$ cat src/rtl/xy_pad_cc_and_scale_note_unit_assert.svh
// assertion macros for the xy pad controller and note unit
// used by the top level, no other dependencies
`ifndef XY_PAD_CC_AND_SCALE_NOTE_UNIT_ASSERT_SVH
`define XY_PAD_CC_AND_SCALE_NOTE_UNIT_ASSERT_SVH
`ifndef SYNTHESIS
`define XYSC_ASSERT_NOW(lbl, clk, rst, ante, cons) \
   lbl: assert property (@(posedge clk) disable iff (rst) (ante) |-> (cons)) \
      else $error("xysc assertion failed");
`define XYSC_ASSERT_NEXT(lbl, clk, rst, ante, cons) \
   lbl: assert property (@(posedge clk) disable iff (rst) (ante) |=> (cons)) \
      else $error("xysc assertion failed");
`else
`define XYSC_ASSERT_NOW(lbl, clk, rst, ante, cons)
`define XYSC_ASSERT_NEXT(lbl, clk, rst, ante, cons)
`endif
`endif

$ cat src/rtl/xysc_pkg.sv
// shared types, constants and the scale step lookup for the xy pad note unit
// no dependencies
`timescale 1ns / 1ps
`default_nettype none
package xysc_pkg;

   typedef struct packed {
      logic est;
      logic fix;
   } pipe_en_type;

   localparam logic [1:0] CSR_SCALE  = 2'd0;
   localparam logic [1:0] CSR_ROOT   = 2'd1;
   localparam logic [1:0] CSR_OCTAVE = 2'd2;

   localparam logic [1:0] SCALE_RESET    = 2'd0;
   localparam logic [3:0] ROOT_RESET     = 4'd0;
   localparam logic [3:0] ROOT_COUNT     = 4'd12;
   localparam logic [3:0] OCTAVE_RESET   = 4'd4;
   localparam logic [3:0] OCTAVE_HIGHEST = 4'd8;
   localparam logic [6:0] CC_MAX         = 7'd127;
   localparam logic [7:0] NOTE_MAX       = 8'd127;
   localparam logic [4:0] OCTAVE_STEP    = 5'd12;

   localparam logic [3:0] STEP_TABLE [4][12] = '{
      '{4'd0, 4'd2, 4'd4, 4'd5, 4'd7, 4'd9, 4'd11, 4'd0, 4'd0, 4'd0, 4'd0, 4'd0},
      '{4'd0, 4'd2, 4'd3, 4'd5, 4'd7, 4'd8, 4'd10, 4'd0, 4'd0, 4'd0, 4'd0, 4'd0},
      '{4'd0, 4'd2, 4'd4, 4'd7, 4'd9, 4'd0, 4'd0, 4'd0, 4'd0, 4'd0, 4'd0, 4'd0},
      '{4'd0, 4'd1, 4'd2, 4'd3, 4'd4, 4'd5, 4'd6, 4'd7, 4'd8, 4'd9, 4'd10, 4'd11}
   };

   localparam logic [3:0] SCALE_STEPS [4] = '{4'd7, 4'd7, 4'd5, 4'd12};

   // semitone offset of a step index that spans two octaves of the scale
   function automatic logic [4:0] step_offset(input logic [1:0] sel, input logic [4:0] idx);
      logic [3:0] len;
      logic [4:0] rem;
      logic [4:0] oct_add;
      len = SCALE_STEPS[sel];
      if (idx >= {1'b0, len}) begin
         rem     = idx - {1'b0, len};
         oct_add = OCTAVE_STEP;
      end else begin
         rem     = idx;
         oct_add = 5'd0;
      end
      return oct_add + {1'b0, STEP_TABLE[sel][rem[3:0]]};
   endfunction

endpackage
`default_nettype wire

$ cat src/rtl/xysc_cdiv.sv
// two-stage divide by a constant: reciprocal multiply, then one correction step
// depends on xysc_pkg
`timescale 1ns / 1ps
`default_nettype none
module xysc_cdiv import xysc_pkg::*; #(
   parameter int NUM_W   = 19,
   parameter int QUO_W   = 7,
   parameter int DIVISOR = 1023
) (
   input  wire logic               clock,
   input  wire pipe_en_type        stage_en,
   input  wire logic [NUM_W-1:0]   num,
   output logic      [QUO_W-1:0]   quo
);

   localparam int          SHIFT = 31;
   localparam int          PROD_W = NUM_W + 32;
   localparam logic [31:0] RECIP = 32'((64'd1 << SHIFT) / DIVISOR);

   logic [PROD_W-1:0] prod;
   logic [QUO_W-1:0]  est_in;
   logic [QUO_W-1:0]  est_ff;
   logic [NUM_W-1:0]  num_ff;
   logic [NUM_W-1:0]  rem;
   logic [QUO_W-1:0]  quo_in;
   logic [QUO_W-1:0]  quo_ff;

   // estimate is exact or one low
   assign prod   = PROD_W'(num) * PROD_W'(RECIP);
   assign est_in = prod[SHIFT +: QUO_W];

   always_ff @(posedge clock) begin
      if (stage_en.est) begin
         est_ff <= est_in;
         num_ff <= num;
      end
   end

   assign rem    = num_ff - NUM_W'(est_ff) * NUM_W'(DIVISOR);
   assign quo_in = (rem >= NUM_W'(DIVISOR)) ? QUO_W'(est_ff + 1'b1) : est_ff;

   always_ff @(posedge clock) begin
      if (stage_en.fix) begin
         quo_ff <= quo_in;
      end
   end

   assign quo = quo_ff;

endmodule
`default_nettype wire

$ cat src/rtl/xy_pad_cc_and_scale_note_unit.sv
// top level of the xy pad controller and scale-quantized note unit
// depends on xysc_pkg, xysc_cdiv and xy_pad_cc_and_scale_note_unit_assert.svh
`timescale 1ns / 1ps
`default_nettype none
// Takes one touch pair per request transfer and returns one response with
// two 0..127 controller values and a note quantized to the selected scale.
// The unit is a four-stage pipeline (scale, reciprocal multiply, correction,
// note sum and output register): a new pair can be taken every cycle while
// the response side does not stall, and the response is presented from the
// stage 4 output register. Each stage takes a new item whenever it is empty
// or the stage ahead moves, so gaps close up behind a stalled response; once
// all four stages hold an item, a stalled response stalls the request side
// as well. Registers must be written through the csr port only while no
// item is in flight; the unit itself does not enforce this.
module xy_pad_cc_and_scale_note_unit import xysc_pkg::*; #(
   parameter int PAD_EXTENT = 1024
) (
   input  wire logic        clock,
   input  wire logic        reset,
   input  wire logic        req_valid,
   output logic             req_ready,
   input  wire logic [11:0] req_pad_x,
   input  wire logic [11:0] req_pad_y,
   output logic             rsp_valid,
   input  wire logic        rsp_ready,
   output logic      [6:0]  rsp_cc_horizontal,
   output logic      [6:0]  rsp_cc_vertical,
   output logic      [6:0]  rsp_note_number,
   input  wire logic        csr_we,
   input  wire logic [1:0]  csr_index,
   input  wire logic [3:0]  csr_wdata
);

   localparam int SPAN = (PAD_EXTENT > 1) ? PAD_EXTENT - 1 : 1;

   // configuration registers
   logic [1:0] scale_ff;
   logic [3:0] root_ff;
   logic [3:0] octave_ff;

   always_ff @(posedge clock) begin
      if (reset) begin
         scale_ff  <= SCALE_RESET;
         root_ff   <= ROOT_RESET;
         octave_ff <= OCTAVE_RESET;
      end else if (csr_we) begin
         unique case (csr_index)
            CSR_SCALE: begin
               scale_ff <= csr_wdata[1:0];
            end
            CSR_ROOT: begin
               root_ff <= (csr_wdata < ROOT_COUNT) ? csr_wdata : ROOT_RESET;
            end
            CSR_OCTAVE: begin
               octave_ff <= (csr_wdata <= OCTAVE_HIGHEST) ? csr_wdata : OCTAVE_RESET;
            end
            default: begin
            end
         endcase
      end
   end

   // stage handshake
   logic s1_valid_ff, s2_valid_ff, s3_valid_ff, s4_valid_ff;
   logic s1_ready, s2_ready, s3_ready, s4_ready;

   assign s4_ready  = !s4_valid_ff || rsp_ready;
   assign s3_ready  = !s3_valid_ff || s4_ready;
   assign s2_ready  = !s2_valid_ff || s3_ready;
   assign s1_ready  = !s1_valid_ff || s2_ready;
   assign req_ready = s1_ready;

   always_ff @(posedge clock) begin
      if (reset) begin
         s1_valid_ff <= 1'b0;
         s2_valid_ff <= 1'b0;
         s3_valid_ff <= 1'b0;
         s4_valid_ff <= 1'b0;
      end else begin
         if (s1_ready) s1_valid_ff <= req_valid;
         if (s2_ready) s2_valid_ff <= s1_valid_ff;
         if (s3_ready) s3_valid_ff <= s2_valid_ff;
         if (s4_ready) s4_valid_ff <= s3_valid_ff;
      end
   end

   // stage 1: range checks and numerators
   logic        x_over_in, y_over_in;
   logic [11:0] inv_in;
   logic [4:0]  total_in;
   logic [18:0] nx_in, ny_in;
   logic [16:0] ni_in;
   logic        s1_x_over_ff, s1_y_over_ff;
   logic [18:0] s1_nx_ff, s1_ny_ff;
   logic [16:0] s1_ni_ff;

   assign x_over_in = {1'b0, req_pad_x} >= 13'(PAD_EXTENT);
   assign y_over_in = {1'b0, req_pad_y} >= 13'(PAD_EXTENT);
   assign inv_in    = y_over_in ? 12'd0 : 12'(SPAN) - req_pad_y;
   assign total_in  = {SCALE_STEPS[scale_ff], 1'b0};
   assign nx_in     = ({req_pad_x, 7'd0}) - 19'(req_pad_x);
   assign ny_in     = ({req_pad_y, 7'd0}) - 19'(req_pad_y);
   assign ni_in     = 17'(inv_in) * 17'(total_in);

   always_ff @(posedge clock) begin
      if (s1_ready) begin
         s1_x_over_ff <= x_over_in;
         s1_y_over_ff <= y_over_in;
         s1_nx_ff     <= nx_in;
         s1_ny_ff     <= ny_in;
         s1_ni_ff     <= ni_in;
      end
   end

   // stages 2 and 3: constant divides
   pipe_en_type div_en;
   logic [6:0]  qx, qy;
   logic [4:0]  qi;
   logic        s2_x_over_ff, s2_y_over_ff, s3_x_over_ff, s3_y_over_ff;

   assign div_en.est = s2_ready;
   assign div_en.fix = s3_ready;

   xysc_cdiv #(.NUM_W(19), .QUO_W(7), .DIVISOR(SPAN)) u_div_x (
      .clock    (clock),
      .stage_en (div_en),
      .num      (s1_nx_ff),
      .quo      (qx)
   );

   xysc_cdiv #(.NUM_W(19), .QUO_W(7), .DIVISOR(SPAN)) u_div_y (
      .clock    (clock),
      .stage_en (div_en),
      .num      (s1_ny_ff),
      .quo      (qy)
   );

   xysc_cdiv #(.NUM_W(17), .QUO_W(5), .DIVISOR(PAD_EXTENT)) u_div_idx (
      .clock    (clock),
      .stage_en (div_en),
      .num      (s1_ni_ff),
      .quo      (qi)
   );

   always_ff @(posedge clock) begin
      if (s2_ready) begin
         s2_x_over_ff <= s1_x_over_ff;
         s2_y_over_ff <= s1_y_over_ff;
      end
      if (s3_ready) begin
         s3_x_over_ff <= s2_x_over_ff;
         s3_y_over_ff <= s2_y_over_ff;
      end
   end

   // stage 4: controller values and note sum
   logic [7:0] base_in;
   logic [7:0] note_in;
   logic [6:0] cc_h_ff, cc_v_ff, note_ff;

   assign base_in = {4'd0, root_ff} + {1'b0, octave_ff, 3'd0} + {2'd0, octave_ff, 2'd0};
   assign note_in = base_in + {3'd0, step_offset(scale_ff, qi)};

   always_ff @(posedge clock) begin
      if (s4_ready) begin
         cc_h_ff <= s3_x_over_ff ? CC_MAX : qx;
         cc_v_ff <= s3_y_over_ff ? 7'd0 : CC_MAX - qy;
         note_ff <= (note_in > NOTE_MAX) ? CC_MAX : note_in[6:0];
      end
   end

   assign rsp_valid         = s4_valid_ff;
   assign rsp_cc_horizontal = cc_h_ff;
   assign rsp_cc_vertical   = cc_v_ff;
   assign rsp_note_number   = note_ff;

`include "xy_pad_cc_and_scale_note_unit_assert.svh"

   `XYSC_ASSERT_NOW(a_root_range, clock, reset, 1'b1, root_ff < ROOT_COUNT)
   `XYSC_ASSERT_NOW(a_octave_range, clock, reset, 1'b1, octave_ff <= OCTAVE_HIGHEST)
   `XYSC_ASSERT_NEXT(a_req_enters, clock, reset, req_valid && req_ready, s1_valid_ff)
   `XYSC_ASSERT_NEXT(a_rsp_holds, clock, reset, s4_valid_ff && !rsp_ready, s4_valid_ff)

endmodule
`default_nettype wire
$ cat config.mk
export PLATFORM = sky130hd
export DESIGN_NAME = xy_pad_cc_and_scale_note_unit
export DESIGN_NICKNAME = d
export VERILOG_FILES = /design/src/rtl/xysc_pkg.sv /design/src/rtl/xysc_cdiv.sv /design/src/rtl/xy_pad_cc_and_scale_note_unit.sv
export VERILOG_INCLUDE_DIRS = /design/src /design/src/rtl
export SDC_FILE = /design/constraint.sdc
export NUM_CORES = 1
export LEC_CHECK = 0
export BUFFER_PORTS_ARGS = -buffer_cell sky130_fd_sc_hd__buf_2
export CAP_MARGIN = 20
export CORE_ASPECT_RATIO = 0.8
export CORE_MARGIN = 4
export CORE_UTILIZATION = 37
export CTS_CLUSTER_SIZE = 14
export DETAILED_ROUTE_END_ITERATION = 6
export PLACE_DENSITY_LB_ADDON = 0.25
export SLEW_MARGIN = 15
export SYNTH_ARGS = -nofsm -noshare
export SYNTH_HDL_FRONTEND = slang
export SYNTH_SLANG_ARGS = --single-unit
$ cat constraint.sdc
create_clock -name clock -period 13.6 [get_ports clock]
set_clock_uncertainty 0.1 [all_clocks]
set_input_delay 0.68 -clock clock [delete_from_list [all_inputs] [get_ports clock]]
set_output_delay 0.68 -clock clock [all_outputs]
set_load 0.05 [all_outputs]
==> out/qor.csv <==
stage;metric;value;unit
die;number of I/O pins;58;
die;die height;186;um
route;antenna-violating nets left;0;
clock_network;Post-CTS Resized;0;
layout;fill count;3783;
yosys;Syn Inst Count;1415;
die;# rows;64;
critical_path;Top delay family on crit path;adder cells;
clock_network;Setup Fix Bufs, Post-CTS;0;
placed_design;gpl congestion;0.826;
sta;Worst-Margin Slew;0.946;ns
clock_network;TritonCTS clock tree;built;
yosys;Post-synth ARST share;0;
sta;Min Hold Slack;0.321;ns
global_routing;global route total overflow;0;
route;WL met2;12500;um
yosys;post-synthesis sequential element count;164;
global_routing;initial antenna violation count;0;
yosys;sequential fraction of the synthesis area;0.328;
sta;TNS Setup;0;ns
die;Die Wd;230;um
critical_path;critical path's slowest cell;mux2i_1;
clock_network;Root Driver;clkbuf_16;
route;total number of vias;10100;
placed_design;IO buf count;57;
sta;Peak Freq;0.138;GHz
yosys;Mapped Area;14600;um^2
route;Routed met1 length;16500;um
sta;Tmin final;7.26;ns
critical_path;critical path class;reg2reg;
sta;Max Slew Vio Count;0;
status;status;finished, final reports clean;
die;core area;38600;um^2
die;Die Footprint;42700;um^2
global_routing;vias in the first global route;9985;
clock_network;CTS HTree Levels;4;
layout;most frequent cells in the layout;ha_1, inv_1, edfxtp_1;
critical_path;CP cell instances;ha_1, inv_1, ha_1, nand2b_1, a21oi_1, o21ai_1, mux2i_1, or3_1, a31oi_1, a211oi_1, ha_1, fa_1, fa_1, ha_1, a21o_1, a21oi_1, o21bai_1, a21oi_1, xor2_1, nand2_1;
route;DRC;0;
placed_design;HPWL after detailed placement;25200;um
clock_network;clock latency on the worst-skew pair;0.44;ns
clock_network;CTS max path bufs;2;
clock_network;CTS buffer count;17;
clock_network;Reg clk slew, reported paths;0.07;ns
yosys;Post-synth EDFFs;150;
layout;Area growth syn-to-layout;10.1;%
min_path;Hold Path Class;reg2reg;
global_routing;first-pass GRT wire length;51100;um
critical_path;WP data arrival;7.33;ns
route;vias per cell;5.00;
job;Max-cap violations;0;
route;DRT iter0 DRCs;517;
clock_network;CTS Hold Bufs;0;
route;1st-pass router iterations;6;
critical_path;CP most frequent cell;ha_1;
global_routing;pin count of the biggest net entering global routing;62;
yosys;net count after synthesis;1759;
route;drt total wl;30600;um
critical_path;Setup crit start kind;register;
sta;Setup Viol. Count Final;0;
critical_path;worst path required time;13.67;ns
critical_path;WP buf/inv;1;
sta;headroom to the max-slew limit;0.368;
yosys;predominant post-synthesis flop cell;edfxtp_1;
sta;Hold Fails Final Rpt;0;
sta;fin crit share;0.534;
clock_network;CTS Sinks;164;
yosys;syn_area_per_cell;10.3;um^2
critical_path;Crit. End Element;register;
yosys;Synth cell types;73;
layout;most common cell after layout, fill and taps aside;ha_1;
die;Initial Util;0.378;
critical_path;CP peak stage delay;0.79;ns
sta;RSZ-0062 raised after global routing;no;
critical_path;worst-path maximum fanout;19;
layout;layout cells sized above 1;0.0818;
layout;Ant. Diodes;0;
route;drt wl/cell;15.1;um
route;met3 WL;1360;um
global_routing;total track usage;0.148;
layout;Layout Nets;1824;
yosys;Ys Warns;0;
route;top sig layer;met4;
[through the flow]
stage                     std cells  instance area [um^2]   util  setup slack, ns
after CTS                      2019                 16100  0.416             6.37
after global placement         1987                 15500  0.401             6.74
after detailed placement       1988                 15500  0.402             6.38
final                          2020                 16100  0.416             6.34
after global routing           2020                 16100  0.416             5.69
after floorplan                1415                 14600      -             7.53
[cell usage after synthesis, types with 6 or more instances]
cell type    n  share of area
xnor2_1     68          0.041
o21a_1      12         0.0062
nor2b_1     10         0.0043
nor3_1      23         0.0079
o21ai_0     48          0.016
mux2i_1      6         0.0041
a31oi_1     10         0.0043
nand3_1     34          0.012
fa_1        89           0.12
o211ai_1     8         0.0041
or3_1        9         0.0039
clkbuf_1    14         0.0036
a21oi_1     77          0.026
a211oi_1    12         0.0062
edfxtp_1   150           0.31
nand2b_1    16         0.0069
nand2_1     73          0.019
xor2_1      26          0.016
a21boi_0     7         0.0036
nor2_1     108          0.028
nand4_1      8         0.0034
inv_1      219          0.056
ha_1       220           0.19
and3_1      13         0.0056
or2_2       13         0.0056
a21o_1      22          0.011
dfxtp_1     14          0.019
[sequential cells by signal, indices dropped and copies added (netlist names), 2 cells and up]
register,cells
root_ff,4
u_div_idx.num_ff,3
u_div_y.quo,7
rsp_cc_vertical,7
rsp_note_number,7
u_div_y.num_ff,19
s1_ny_ff,19
u_div_idx.est_ff,4
octave_ff,4
u_div_x.num_ff,19
u_div_idx.quo,5
u_div_x.quo,7
s1_ni_ff,7
s1_nx_ff,19
rsp_cc_horizontal,7
u_div_y.est_ff,7
scale_ff,2
u_div_x.est_ff,7
[logic make-up after synthesis]
family / Yosys count / synth area share
AO/OA/AOI/OAI: 264 / 0.122
XOR/XNOR: 95 / 0.0575
adder cells (fa/ha/maj): 309 / 0.311
buffers and inverters: 234 / 0.0607
flip-flops: 164 / 0.328
multiplexers: 13 / 0.00977
AND/OR/NAND/NOR: 336 / 0.111
[final cells by class]
class                      count  area, um^2  area share
sequential                   164        4780       0.298
inverter                     219         822      0.0512
clock inverter                14         126     0.00786
multi-input combinational   1017        8930       0.556
tap                          528         661      0.0411
clock buffer                  17         425      0.0265
timing repair buffer          61         320      0.0199
[layer usage]
| layer | up-vias | GRT usage |
|---|---|---|
| li1 | 5098 | - |
| met1 | 4790 | 0.228 |
| met2 | 186 | 0.214 |
| met3 | 22 | 0.0353 |
| met4 | 0 | 0.0268 |
| met5 | - | 0 |
[worst reg2reg max path: cells and delay by family (launching register included)]
| kind | cells | cell delay, ns |
|---|---|---|
| buffers and inverters | 1 | 0.42 |
| multiplexers | 1 | 0.79 |
| AND/OR/NAND/NOR | 3 | 0.44 |
| adder cells (fa/ha/maj) | 6 | 2.64 |
| flip-flops | 1 | 0.53 |
| AO/OA/AOI/OAI | 8 | 1.66 |
| XOR/XNOR | 1 | 0.41 |
[path summary, 6_finish.rpt]
kind | cells after the start | slack (ns) | start | endpoint
min | 0 | 0.32 | s1_ni_ff[12] | u_div_idx.est_ff[2]
min reg2reg | 0 | 0.32 | s1_ni_ff[12] | u_div_idx.est_ff[2]
max reg2reg | 20 | 6.34 | scale_ff[1] | rsp_note_number[4]
max | 20 | 6.34 | scale_ff[1] | rsp_note_number[4]
Power is left out: the tool's default activity adds up to more than one toggle a clock period on the data nets, which glitch-free logic cannot reach.
